<file path="src/rtl/core/gbad_fifo.sv">
// ----------------------------------------------------------------------------
// gbad_fifo
// Small register queue with occupancy count.
// ----------------------------------------------------------------------------
module gbad_fifo #(
  parameter int WIDTH = 8,
  parameter int DEPTH = 4
) (
  input  logic             clk,
  input  logic             rst,
  input  logic             push,
  input  logic [WIDTH-1:0] din,
  output logic             full,
  input  logic             pop,
  output logic [WIDTH-1:0] dout,
  output logic             empty,
  output logic [$clog2(DEPTH+1)-1:0] count
);

  localparam int PW   = (DEPTH > 1) ? $clog2(DEPTH) : 1;
  localparam int CNTW = $clog2(DEPTH+1);

  logic [WIDTH-1:0] slots [DEPTH];
  logic [PW-1:0]    wr_ptr;
  logic [PW-1:0]    rd_ptr;
  logic             do_push;
  logic             do_pop;

  assign full    = (count == CNTW'(DEPTH));
  assign empty   = (count == '0);
  assign do_push = push && !full;
  assign do_pop  = pop && !empty;
  assign dout    = slots[rd_ptr];

  always_ff @(posedge clk) begin
    if (rst) begin
      wr_ptr <= '0;
      rd_ptr <= '0;
      count  <= '0;
    end else begin
      if (do_push) begin
        wr_ptr <= (wr_ptr == PW'(DEPTH-1)) ? '0 : PW'(wr_ptr + 1'b1);
      end
      if (do_pop) begin
        rd_ptr <= (rd_ptr == PW'(DEPTH-1)) ? '0 : PW'(rd_ptr + 1'b1);
      end
      if (do_push && !do_pop) begin
        count <= CNTW'(count + 1'b1);
      end else if (do_pop && !do_push) begin
        count <= CNTW'(count - 1'b1);
      end
    end
  end

  always_ff @(posedge clk) begin
    if (do_push) begin
      slots[wr_ptr] <= din;
    end
  end

endmodule

</file>
<file path="config.mk">
export PLATFORM = sky130hd
export DESIGN_NAME = gbad_fifo
export DESIGN_NICKNAME = d
export VERILOG_FILES = /design/src/rtl/core/gbad_fifo.sv
export SDC_FILE = /design/constraint.sdc
export NUM_CORES = 1
export LEC_CHECK = 0
export BUFFER_PORTS_ARGS = -buffer_cell sky130_fd_sc_hd__buf_2
export CORE_MARGIN = 2
export CORE_UTILIZATION = 52
export DETAILED_ROUTE_END_ITERATION = 6
export PLACE_DENSITY_LB_ADDON = 0.15
export SLEW_MARGIN = 0
export SYNTH_ARGS = -nofsm -noshare
export SYNTH_HDL_FRONTEND = slang
export SYNTH_SLANG_ARGS = --single-unit
</file>
<file path="constraint.sdc">
create_clock -name clk -period 2.65 [get_ports clk]
set_clock_uncertainty 0.15 [all_clocks]
set_input_delay 0.1325 -clock clk [delete_from_list [all_inputs] [get_ports clk]]
set_output_delay 0.1325 -clock clk [all_outputs]
set_load 0.005 [all_outputs]
</file>
==> metrics.txt <==
Cell variety after synth 27; Final Hold Vio Count 0; Worst-path clk slew 0.12 ns; combinational power share 24.8%; register area share after synthesis 68.4%; clk buf depth 2; Antenna diodes 0; row count 20; min cycle time layout 2.50 ns; number of fillers in the final layout 240; fin nets 149; cts bufs inserted 5; setup bufs post-CTS 0; number of synthesized flops with an enable pin 32; port buffer count 24; leading post-synthesis cells by cell area edfxtp_1 58%, dfxtp_1 11%, mux4_2 11%; DP Area 1820 sq um; RD Place Congestion 0.736; critical path class flop to flop; RSZ-0062 raised after global routing false; Worst-Margin Slew 0.535 ns; Die Span Y 60.7 microns; top-count cell post-synth edfxtp_1; GRT Total Usage 16.3%; GR Util met1 19.1%; GRT met2 Usage 27.5%; CTS tree yes; Mapped Nets 111; crit path DAT 2.62 ns; Worst Slack Setup Final 0.154 ns; post-synthesis cell count 92; Flop pwr share 52.0%; CP bufs+invs 2; largest net degree at the start of global routing 14; GRT Max-Usage Layer met2; final setup vio count 0; P_sw 0.458 mW; vias in the first global route 886; fmax 401 MHz; I/O pins 25; Antenna Nets Post-Route 0; Ys Warns 0; final instance area 2010 sq um; chip width 60.7 microns; worst skew pair latency 0.34 ns; ratio of cells with drive above 1 in the final layout 35.1%; Worst VDD drop 0.532 mV; Net Sw Frac 27.6%; Top delay family on crit path simple AND/OR/NAND/NOR gates; synthesized area 1670 sq um; Congestion Overflow GR 0; WL/cell 14.7 microns; initial drt markers 20; maxcap violations 0; Critical Path Fanout Max 7; prevailing post-synth register cell edfxtp_1; Via Count 905; first-pass GRT wire length 4.06 mm; Hold WC Path Type input port to flop; die area 3680 sq um; Synth Register Bits 41; Min Hold Slack 0.0193 ns; Worst setup EP type flop; setup slack at placement 0.199 ns; ys async rst share 0%; Synth Area per Inst 18.1 sq um; Power Dens Cells 824 nW/um^2; Synth area leader edfxtp_1; DPL Wire Length 1.72 mm; status completed; fin. max-slew vios 0; core box area 3050 sq um; leakage 0.765 nW; Root Driver clkbuf_4; H-tree depth 2; CP Cell Sequence or3b_1, clkinv_8, nor2_4, ha_1, inv_1, fa_1, xor2_1, or3_1, a21oi_1; max incr delay on CP 0.48 ns; Internal Power 1.20 mW; Pre-Repair DR Iteration Count 4; area growth from synthesis to layout 20.7%; Startpoint Class flop; DR DRC count 0; Routed WL 2.58 mm; met3 Resource Use GR 5.76%; clock network fraction of design power 23.2%; Slowest-stage cell, CP dfxtp_1; setup tns final 0 ns; Synth top area share 57.6%; slew margin rel. 64.3%; vias per cell 5.17; synth cell count leaders 32 x edfxtp_1, 9 x dfxtp_1, 8 x mux4_2; Tcrit/Tclk final 94.2%; Clock Sinks 41; antenna violations before repair 0; Critical Path RT 2.77 ns; Initial Utilization 54.7%
## sequential cells by signal (all words and copies together) (netlist names), named ones only
name and cells:
wr_ptr 2, count 3, slots 32, rd_ptr 2
## metrics by stage
stage / instances / power (mW) / utilization, %
floorplan: 92 / 1.15 / -
global placement: 156 / 1.27 / 59.6
detailed placement: 156 / 1.28 / 59.6
CTS: 175 / 1.68 / 66.0
global route: 175 / 1.77 / 66.0
finish: 175 / 1.66 / 66.0
## cell usage in the layout, fill, tap and decap left out, drive strengths merged
master / instances
dfxtp: 9
mux2i: 2
clkinvlp: 1
and3: 4
inv: 3
mux4: 8
or3b: 1
nand2: 1
o21ai: 2
xor2: 2
edfxtp: 32
fa: 1
buf: 24
nor3: 2
o31ai: 2
a21oi: 3
nand3: 2
clkbuf: 7
dlygate4sd3: 11
or3: 2
ha: 6
bufinv: 1
nor2: 4
clkinv: 1
## tightest hold or removal path, cell delays in order
cell,delay (ns)
buf_2,0.09
o31ai_2,0.09
nand2_1,0.08
a21oi_1,0.07
## power by group through the flow
stage | Sequential [mW] | Combinational, mW | Clock [mW]
detailed placement | 0.882 | 0.399 | 0
global route | 0.880 | 0.462 | 0.425
global placement | 0.876 | 0.391 | 0
floorplan | 0.839 | 0.308 | 0
CTS | 0.868 | 0.417 | 0.395
finish | 0.862 | 0.412 | 0.385
## cell type report
cell class	count	area (sq um)	area share [%]
timing repair buffer	35	230	11.4
tap	44	55.1	2.73
inverter	5	45.0	2.24
multi-input combinational	42	459	22.8
sequential	41	1140	56.6
clock buffer	7	76.3	3.79
clock inverter	1	7.51	0.373
## worst paths after layout
path / start / end / slack (ns) / depth (start not counted)
worst max-delay path: count[0]$_SDFFE_PP0P_ / count[2]$_SDFFE_PP0P_ / 0.15 / 9
worst min register to register: rd_ptr[0]$_SDFFE_PP0P_ / rd_ptr[0]$_SDFFE_PP0P_ / 0.37 / 2
worst max register to register: count[0]$_SDFFE_PP0P_ / count[2]$_SDFFE_PP0P_ / 0.15 / 9
worst min-delay path: pop / rd_ptr[0]$_SDFFE_PP0P_ / 0.02 / 4
## logic make-up after synthesis
kind of cell | count (synthesis) | share of synthesized area (%)
AO/OA/AOI/OAI | 7 | 3.22
XOR/XNOR | 2 | 1.05
adder cells (fa/ha/maj) | 7 | 5.70
buffers and inverters | 9 | 4.12
flip-flops | 41 | 68.4
multiplexers | 10 | 12.0
AND/OR/NAND/NOR | 16 | 5.55
## metal layers
layer | vias to the layer above | part of all wire (%)
li1 | 434 | -
met1 | 439 | 43
met2 | 26 | 50
met3 | 6 | 5.3
met4 | 0 | 1.6
met5 | - | 0
## timing repair
action	CTS	global route
resized for setup	0	0
hold endpoints to repair	41	0
hold buffers	11	0
Note: power is estimated with default switching activity, not from simulation.
