`config.mk`:
```
export PLATFORM = sky130hd
export DESIGN_NAME = gbad_front
export DESIGN_NICKNAME = d
export VERILOG_FILES = /design/src/rtl/core/gbad_pkg.sv /design/src/rtl/core/gbad_front.sv
export SDC_FILE = /design/constraint.sdc
export NUM_CORES = 1
export LEC_CHECK = 0
export BUFFER_PORTS_ARGS = -buffer_cell sky130_fd_sc_hd__buf_2
export CAP_MARGIN = 20
export CORE_UTILIZATION = 39
export CTS_CLUSTER_SIZE = 16
export DETAILED_ROUTE_END_ITERATION = 12
export SLEW_MARGIN = 10
export SYNTH_ARGS = -nofsm -noshare
export SYNTH_HDL_FRONTEND = slang
export SYNTH_SLANG_ARGS = --single-unit
```
`constraint.sdc`:
```
create_clock -name clk -period 4.6 [get_ports clk]
set_input_delay 0.46 -clock clk [delete_from_list [all_inputs] [get_ports clk]]
set_output_delay 0.46 -clock clk [all_outputs]
set_load 0.02 [all_outputs]
```
`src/rtl/core/gbad_pkg.sv`:
```
// ----------------------------------------------------------------------------
// gbad_pkg
// Shared widths, register codes and queue entry types for the grid box
// average downsampler.
// ----------------------------------------------------------------------------
package gbad_pkg;

  localparam int SAMPLE_W    = 32;
  localparam int CELL_W      = 18;
  localparam int SIDE_REG_W  = 7;
  localparam int BLOCK_REG_W = 5;
  localparam int SCALE_W     = 25;
  localparam int SCALE_FRAC  = 24;
  localparam logic [SCALE_W-1:0] SCALE_RESET = 25'h100_0000;

  localparam int DEF_MAX_OUT_SIDE = 64;
  localparam int DEF_MAX_BLOCK    = 16;

  localparam int MID_DEPTH = 4;
  localparam int OUT_DEPTH = 8;

  localparam int ADDR_W = 4;
  localparam int DATA_W = 32;

  typedef enum logic [1:0] {
    REG_OUT_SIDE    = 2'd0,
    REG_BLOCK_SIZE  = 2'd1,
    REG_RECIP_SCALE = 2'd2
  } reg_idx_t;

  // classified sample, front to back
  typedef struct packed {
    logic signed [SAMPLE_W-1:0] sample;
    logic [CELL_W-1:0]          cell_index;
    logic                       first;
    logic                       done;
    logic                       last;
  } cls_t;

  // finished block mean
  typedef struct packed {
    logic signed [SAMPLE_W-1:0] mean_value;
    logic [CELL_W-1:0]          cell_index;
    logic                       last;
  } res_t;

endpackage

```
`src/rtl/core/gbad_front.sv`:
```
// ----------------------------------------------------------------------------
// gbad_front
// Position tracking: walks the grid in row-major order, tags each sample with
// its slab accumulator, block start/end and output cell.
// ----------------------------------------------------------------------------
module gbad_front #(
  parameter int MAX_OUT_SIDE = gbad_pkg::DEF_MAX_OUT_SIDE,
  parameter int MAX_BLOCK    = gbad_pkg::DEF_MAX_BLOCK
) (
  input  logic clk,
  input  logic rst,
  input  logic clear,
  input  logic [$clog2(MAX_OUT_SIDE+1)-1:0]            side,
  input  logic [$clog2(MAX_OUT_SIDE*MAX_OUT_SIDE+1)-1:0] side_sq,
  input  logic [$clog2(MAX_BLOCK+1)-1:0]               blk,
  input  logic accept,
  input  logic signed [gbad_pkg::SAMPLE_W-1:0]         sample,
  output gbad_pkg::cls_t cls,
  output logic [((MAX_OUT_SIDE > 1) ? $clog2(MAX_OUT_SIDE*MAX_OUT_SIDE) : 1)-1:0] idx
);

  localparam int CW = (MAX_OUT_SIDE > 1) ? $clog2(MAX_OUT_SIDE) : 1;
  localparam int OW = (MAX_BLOCK > 1) ? $clog2(MAX_BLOCK) : 1;
  localparam int IW = (MAX_OUT_SIDE > 1) ? $clog2(MAX_OUT_SIDE*MAX_OUT_SIDE) : 1;
  localparam int XW = (MAX_OUT_SIDE > 1) ?
                      $clog2(MAX_OUT_SIDE*MAX_OUT_SIDE*MAX_OUT_SIDE) : 1;

  logic [CW-1:0] cell_x, cell_y, cell_z;
  logic [OW-1:0] off_i, off_j, off_k;
  logic [IW-1:0] y_base;    // cell_y * M
  logic [XW-1:0] x_base;    // cell_x * M * M
  logic [CW-1:0] side_last;
  logic [OW-1:0] blk_last;
  logic x_end, y_end, z_end, i_end, j_end, k_end;

  always_comb begin
    side_last = CW'(side - 1'b1);
    blk_last  = OW'(blk - 1'b1);
    x_end = (cell_x == side_last);
    y_end = (cell_y == side_last);
    z_end = (cell_z == side_last);
    i_end = (off_i == blk_last);
    j_end = (off_j == blk_last);
    k_end = (off_k == blk_last);

    idx            = IW'(y_base + cell_z);
    cls.sample     = sample;
    cls.cell_index = gbad_pkg::CELL_W'(x_base + y_base + cell_z);
    cls.first      = (off_i == '0) && (off_j == '0) && (off_k == '0);
    cls.done       = i_end && j_end && k_end;
    cls.last       = x_end && y_end && z_end;
  end

  // z fastest, then y, then x; offsets nest inside their cell coordinate
  always_ff @(posedge clk) begin
    if (rst || clear) begin
      cell_x <= '0;
      cell_y <= '0;
      cell_z <= '0;
      off_i  <= '0;
      off_j  <= '0;
      off_k  <= '0;
      y_base <= '0;
      x_base <= '0;
    end else if (accept) begin
      if (k_end) begin
        off_k <= '0;
        if (z_end) begin
          cell_z <= '0;
          if (j_end) begin
            off_j <= '0;
            if (y_end) begin
              cell_y <= '0;
              y_base <= '0;
              if (i_end) begin
                off_i <= '0;
                if (x_end) begin
                  cell_x <= '0;
                  x_base <= '0;
                end else begin
                  cell_x <= CW'(cell_x + 1'b1);
                  x_base <= XW'(x_base + side_sq);
                end
              end else begin
                off_i <= OW'(off_i + 1'b1);
              end
            end else begin
              cell_y <= CW'(cell_y + 1'b1);
              y_base <= IW'(y_base + side);
            end
          end else begin
            off_j <= OW'(off_j + 1'b1);
          end
        end else begin
          cell_z <= CW'(cell_z + 1'b1);
        end
      end else begin
        off_k <= OW'(off_k + 1'b1);
      end
    end
  end

endmodule

```
==> metrics.csv, run 1 <==
stage;metric;value;unit
outcome;status;finished, final reports clean;
synth;synthArstFlopShare;0;%
synth;synth_cells;698;
routing;via_per_inst;5.60;
layout;final_common_cell;a21oi_1;
power_and_ir_drop;power.switching;0.327;mW
layout;final_cell_mix;a21oi_1, dfxtp_1, buf_2;
placed_design;routabilityCongestion;0.873;
global_routing;antenna_found_initial;0;
worst_setup_path;crit_top_cell;fa_1;
sta;timing.fmax;233;MHz
sta;slew_headroom;37.0;%
layout;drive_gt1_share;13.8;%
layout;final_nets;841;
worst_hold_path;min_path_type;primary input to flop;
worst_setup_path;required;4.14;ns
clock_tree;clockBufferDepth;2;
clock_tree;cts_buffers;9;
clock_tree;htreeDepth;3;
run;max_cap_viol_count;0;
placed_design;post_dp_cell_area;5900;um^2
layout;final_area;6210;um^2
power_and_ir_drop;share_seq_of_total_power;38.8;%
worst_setup_path;start_kind;flop;
synth;synth_fp_nets;824;
sta;rsz0062_at_grt;false;
worst_setup_path;crit_path_cell_trace;fa_1, ha_1, fa_1, a21o_1, a21oi_1, o21bai_1, a31oi_1, o21ai_0, o311ai_0, buf_2;
die;ios;126;
synth;syn_area;5710;um^2
worst_setup_path;r2r-end;y_base[9];
sta;fin_crit;4.30;ns
power_and_ir_drop;ir_drop;0.000177;V
die;core;14100;um^2
sta;hold_violations;0;
global_routing;grt_pass1_wl;23.8;mm
global_routing;grt_max_degree;43;
global_routing;grt_pass1_vias;4794;
layout;final_core_util;44.0;%
worst_setup_path;worst_setup_path_end_kind;output port;
sta;setup_viol;0;
layout;areaGrowthSynthToFinish;8.67;%
placed_design;port_buffers;60;
synth;syn_area_per_cell;8.18;um^2
routing;wl;14.4;mm
synth;synth_enable_flop_cells;0;
synth;ys.flop_type;dfxtp_1;
power_and_ir_drop;power;1.34;mW
power_and_ir_drop;p_per_area;216;nW/um^2
die;start_util;40.5;%
placed_design;dp_hpwl;10.9;mm
synth;synthDistinctLibCells;67;
synth;seq_area_frac_synth;21.0;%
clock_tree;cts_tree;done;
layout;layoutNonFillerInstCount;900;
global_routing;grt_util_all_layers;20.2;%
die;die_area;15100;um^2
worst_setup_path;critPathMaxStageDelay;0.55;ns
routing;detail-route-antenna-nets;0;
clock_tree;cts.repair.resized;0;
worst_setup_path;timing.reg2reg.setup_slack;1.84;ns
clock_tree;clock-sinks;60;
power_and_ir_drop;clkPwrFrac;51.8;%
placed_design;dpl_worst_slack;0.657;ns
worst_setup_path;critPathCapture;cls[18];
power_and_ir_drop;p_leak;2.63;nW
power_and_ir_drop;switching_share;24.3;%
global_routing;gr-total-overflow;0;
routing;drt_iter0_markers;242;
clock_tree;post-cts-setup-buffers;0;
worst_setup_path;r2r_cells;7;
die;fp-row-count;43;
clock_tree;clock_latency;0.33;ns
synth;ys_warn_count;0;
sta;whs;0.441;ns
routing;drt_first_pass_iters;5;
sta;drv_slew;0;
worst_setup_path;critPathSlowestCell;dfxtp_1;
clock_tree;cts_hold_buffers;0;
layout;n_antenna_cell;0;
worst_setup_path;crit_start;cell_z[1];
clock_tree;cts_root_buf;clkbuf_16;
worst_setup_path;path_class;flop to output port;
sta;finalSetupTns;0;ns
routing;num_vias;5040;
worst_setup_path;cp.arrival;3.84;ns
placed_design;placed_cells;884;
sta;setup_ws;0.305;ns
sta;final.period_utilization;93.4;%
sta;tightest_slew;0.945;ns
die;die_y;123;um
power_and_ir_drop;p_int;1.02;mW
worst_setup_path;r2r_start;cell_z[1];
synth;synth_seq_cells;60;
clock_tree;cts.clk_slew.worst_paths;0.05;ns
die;die_w;123;um
worst_setup_path;critPathMaxFanout;7;
power_and_ir_drop;power_frac_comb;9.3;%
routing;wire_per_inst;16.0;um
routing;drc_errors;0;
sta;finClkSkew;0.00701;ns
cells in the mapped netlist, drive strengths merged (4+ instances only):
| master | instances | area (um^2) |
|---|---|---|
| nand2 | 59 | 221 |
| nand4 | 17 | 136 |
| and3 | 6 | 37.5 |
| xor2 | 29 | 254 |
| o21ai | 28 | 140 |
| or3 | 16 | 100 |
| a211oi | 9 | 85.1 |
| nor4 | 5 | 37.5 |
| a21oi | 68 | 340 |
| nand2b | 10 | 62.6 |
| nor2 | 44 | 165 |
| a21o | 8 | 60.1 |
| inv | 35 | 131 |
| nand3 | 30 | 155 |
| buf | 48 | 330 |
| nor3 | 14 | 86.3 |
| o31ai | 8 | 60.1 |
| nand4b | 8 | 70.1 |
| o41ai | 6 | 60.1 |
| a31oi | 4 | 25.0 |
| nor2b | 9 | 56.3 |
| o21a | 6 | 45.0 |
| dfxtp | 60 | 1200 |
| fa | 10 | 200 |
| o211ai | 6 | 45.0 |
| xnor3 | 6 | 135 |
| xnor2 | 31 | 272 |
| clkbuf | 11 | 41.3 |
| ha | 55 | 688 |
| or4 | 8 | 60.1 |
| nor3b | 7 | 63.8 |
critical path, delay by kind of cell, from the launching register on:
family / cells / cell delay [ns]
AO/OA/AOI/OAI: 6 / 1.63
adder cells (fa/ha/maj): 3 / 1.11
flip-flops: 1 / 0.55
buffers and inverters: 1 / 0.23
per-layer routing:
metal,share of wire [%],GRT usage [%]
met1,49,27.3
met2,45,33.2
met3,4.8,3.51
met4,0.87,5.05
met5,0,0
flip-flops by register name, indices dropped and copies added (netlist names):
register  cells
x_base       18
y_base       12
cell_x        6
cell_y        6
cell_z        6
off_i         4
off_j         4
off_k         4
power groups by stage:
stage | clock [mW] | combinational (mW) | sequential (mW)
floorplan | 0 | 0.130 | 0.533
finish | 0.697 | 0.125 | 0.522
CTS | 0.711 | 0.125 | 0.522
global placement | 0 | 0.122 | 0.533
global route | 0.731 | 0.138 | 0.522
detailed placement | 0 | 0.125 | 0.533
layout make-up:
cell class | count | area [um^2]
tap | 180 | 225
clock inverter | 4 | 47.5
timing repair buffer | 65 | 338
fill | 1428 | 7890
inverter | 35 | 131
multi-input combinational | 544 | 4010
clock buffer | 12 | 256
sequential | 60 | 1200
cells by family after synthesis:
family	Yosys count	share of synthesized area, %
AO/OA/AOI/OAI	162	18.0
multiplexers	3	0.548
AND/OR/NAND/NOR	247	24.1
flip-flops	60	21.0
buffers and inverters	94	8.80
adder cells (fa/ha/maj)	65	15.5
XOR/XNOR	67	12.0
worst min path at each step:
stage	end	start	cells after the start
5_1_grt	off_k[1]	accept	3
2_1_floorplan	x_base[0]	x_base[0]	2
6_report	off_k[0]	accept	3
3_3_place_gp	x_base[0]	x_base[0]	2
3_5_place_dp	x_base[0]	x_base[0]	2
4_1_cts	off_k[0]	accept	3
(Power assumes the default switching activity.)
==> inputs of run 2 (changes only) <==
- RECOVER_POWER: default -> 25
- clock period: 4.6 -> 4.8 ns (I/O delays scaled with it)
==> metrics.csv, run 2 (synthesis results as in run 1) <==
stage;metric;value;unit;change
sta;fin_crit;4.36;ns;
layout;final_cell_mix;a21oi_1, dfxtp_1, buf_2;;unchanged
worst_setup_path;path_class;flop to output port;;unchanged
sta;finClkSkew;0.00941;ns;was 0.00701 ns
sta;hold_violations;0;;unchanged
routing;drc_errors;0;;unchanged
sta;rsz0062_at_grt;false;;unchanged
worst_hold_path;hold_end;off_k[0];;unchanged
global_routing;gr-total-overflow;0;;unchanged
clock_tree;clock_latency;0.34;ns;was 0.33 ns
layout;drive_gt1_share;13.6;%;was 13.8%
die;core;14100;um^2;unchanged
layout;reg_top3;x_base: 18 flops, y_base: 12 flops;;unchanged
clock_tree;htreeDepth;3;;unchanged
worst_setup_path;r2r_cells;7;;unchanged
layout;final_core_util;44.0;%;about the same
clock_tree;clock-sinks;60;;unchanged
worst_hold_path;min_path_type;primary input to flop;;unchanged
routing;drt_iter0_markers;330;;was 242
worst_setup_path;worst_setup_path_end_kind;output port;;unchanged
global_routing;grt_pass1_vias;4858;;was 4794
worst_setup_path;start_kind;flop;;unchanged
clock_tree;cts.repair.resized;0;;unchanged
sta;finalSetupTns;0;ns;unchanged
routing;via_per_inst;5.70;;was 5.60
worst_setup_path;r2r_start;cell_z[1];;unchanged
global_routing;grt_max_degree;43;;unchanged
die;die_y;123;um;unchanged
layout;n_fill_cell;1412;;was 1428
die;die_w;123;um;unchanged
run;max_cap_viol_count;0;;unchanged
placed_design;port_buffers;60;;unchanged
routing;wire_per_inst;16.1;um;was 16.0 um
power_and_ir_drop;p_per_area;208;nW/um^2;was 216 nW/um^2
sta;setup_viol;0;;unchanged
outcome;status;finished, final reports clean;;unchanged
global_routing;grt_pass1_wl;23.9;mm;was 23.8 mm
placed_design;routabilityCongestion;0.863;;was 0.873
layout;largest_register_ffs;18;;unchanged
sta;slew_headroom;38.4;%;was 37.0%
layout;layoutNonFillerInstCount;899;;was 900
layout;n_antenna_cell;0;;unchanged
clock_tree;cts_tree;done;;unchanged
sta;timing.fmax;229;MHz;
die;ios;126;;unchanged
sta;whs;0.458;ns;was 0.441 ns
die;die_area;15100;um^2;unchanged
die;start_util;40.5;%;unchanged
routing;wl;14.5;mm;was 14.4 mm
sta;setup_ws;0.439;ns;was 0.305 ns
clock_tree;post-cts-setup-buffers;0;;unchanged
worst_setup_path;critPathMaxStageDelay;0.54;ns;was 0.55 ns
clock_tree;cts.clk_slew.worst_paths;0.05;ns;about the same
clock_tree;cts_buffers;9;;unchanged
worst_setup_path;crit_path_cell_trace;fa_1, ha_1, fa_1, a21o_1, a21oi_1, o21bai_1, a31oi_1, o21ai_0, o311ai_0, buf_2;;unchanged
worst_setup_path;timing.reg2reg.setup_slack;1.98;ns;was 1.84 ns
routing;drt_first_pass_iters;5;;unchanged
worst_setup_path;crit_buf_inv;1;;unchanged
placed_design;placed_cells;883;;was 884
power_and_ir_drop;ir_drop;0.000142;V;was 0.000177 V
global_routing;grt_util_all_layers;20.2;%;about the same
worst_setup_path;cp.arrival;3.88;ns;was 3.84 ns
power_and_ir_drop;p_leak;2.63;nW;about the same
global_routing;antenna_found_initial;0;;unchanged
placed_design;dp_hpwl;10.9;mm;about the same
sta;final.period_utilization;90.8;%;
clock_tree;cts_root_buf;clkbuf_16;;unchanged
clock_tree;clockBufferDepth;2;;unchanged
worst_setup_path;r2r-end;y_base[10];;was y_base[9]
worst_setup_path;critPathMaxFanout;7;;unchanged
worst_hold_path;holdPathStages;3;;unchanged
worst_setup_path;crit_top_cell;fa_1;;unchanged
worst_hold_path;hp-start;accept;;unchanged
layout;final_nets;840;;was 841
layout;final_common_cell;a21oi_1;;unchanged
routing;num_vias;5124;;was 5040
worst_setup_path;crit_family;compound AO/OA/AOI/OAI gates;;unchanged
routing;detail-route-antenna-nets;0;;unchanged
placed_design;dpl_worst_slack;0.820;ns;was 0.657 ns
clock_tree;cts_hold_buffers;0;;unchanged
layout;areaGrowthSynthToFinish;8.54;%;was 8.67%
layout;largest-register;x_base;;unchanged
worst_setup_path;required;4.32;ns;was 4.14 ns
sta;tightest_slew;0.924;ns;was 0.945 ns
sta;drv_slew;0;;unchanged
die;fp-row-count;43;;unchanged
worst_setup_path;critPathSlowestCell;dfxtp_1;;unchanged
-- run 2: cell count changes in the layout (fill, tap and decap cells not counted), sizes merged --
cell | before | now
buf | 65 | 64
-- run 2: per-layer routing --
metal  vias up  wire length, um  track usage [%]
li1       2524                -                -
met1      2461             7100             27.9
met2       124             6500             32.1
met3        15              739             4.20
met4         0              133             4.82
met5         -                0                0
-- run 2: power by group --
part           internal, mW  switching [mW]
Sequential            0.499         0.00107
Combinational        0.0475          0.0723
Clock                 0.428           0.240
Total                 0.975           0.314
-- run 2: worst max-delay path by stage --
stage              start  endpoint  slack, ns  cells past startpoint
4_1_cts        cell_z[1]   cls[18]       0.44                     10
5_1_grt        cell_z[1]   cls[20]       0.20                     10
6_report       cell_z[1]   cls[18]       0.44                     10
3_5_place_dp   cell_z[1]   cls[18]       0.82                     10
2_1_floorplan  cell_z[1]   cls[18]       0.98                      9
3_3_place_gp   cell_z[1]   cls[18]       0.90                     10
-- run 2: worst min-delay path, stage by stage --
cell and delay [ns]:
buf_2 0.14, nand3_1 0.07, a21oi_1 0.05
-- run 2: cell type report --
type	count	area, um^2	area share (%)
multi-input cells	544	4010	64.6
flip-flops and latches	60	1200	19.4
inverters	35	131	2.12
clock inverters	4	47.5	0.767
well taps	180	225	3.63
repair buffers	64	330	5.33
clock buffers	12	256	4.14
-- run 2: stage by stage --
step	power (mW)	area, um^2
after floorplan	0.635	5710
after global placement	0.627	5900
after detailed placement	0.630	5900
after CTS	1.30	6200
after global routing	1.34	6200
final	1.29	6200
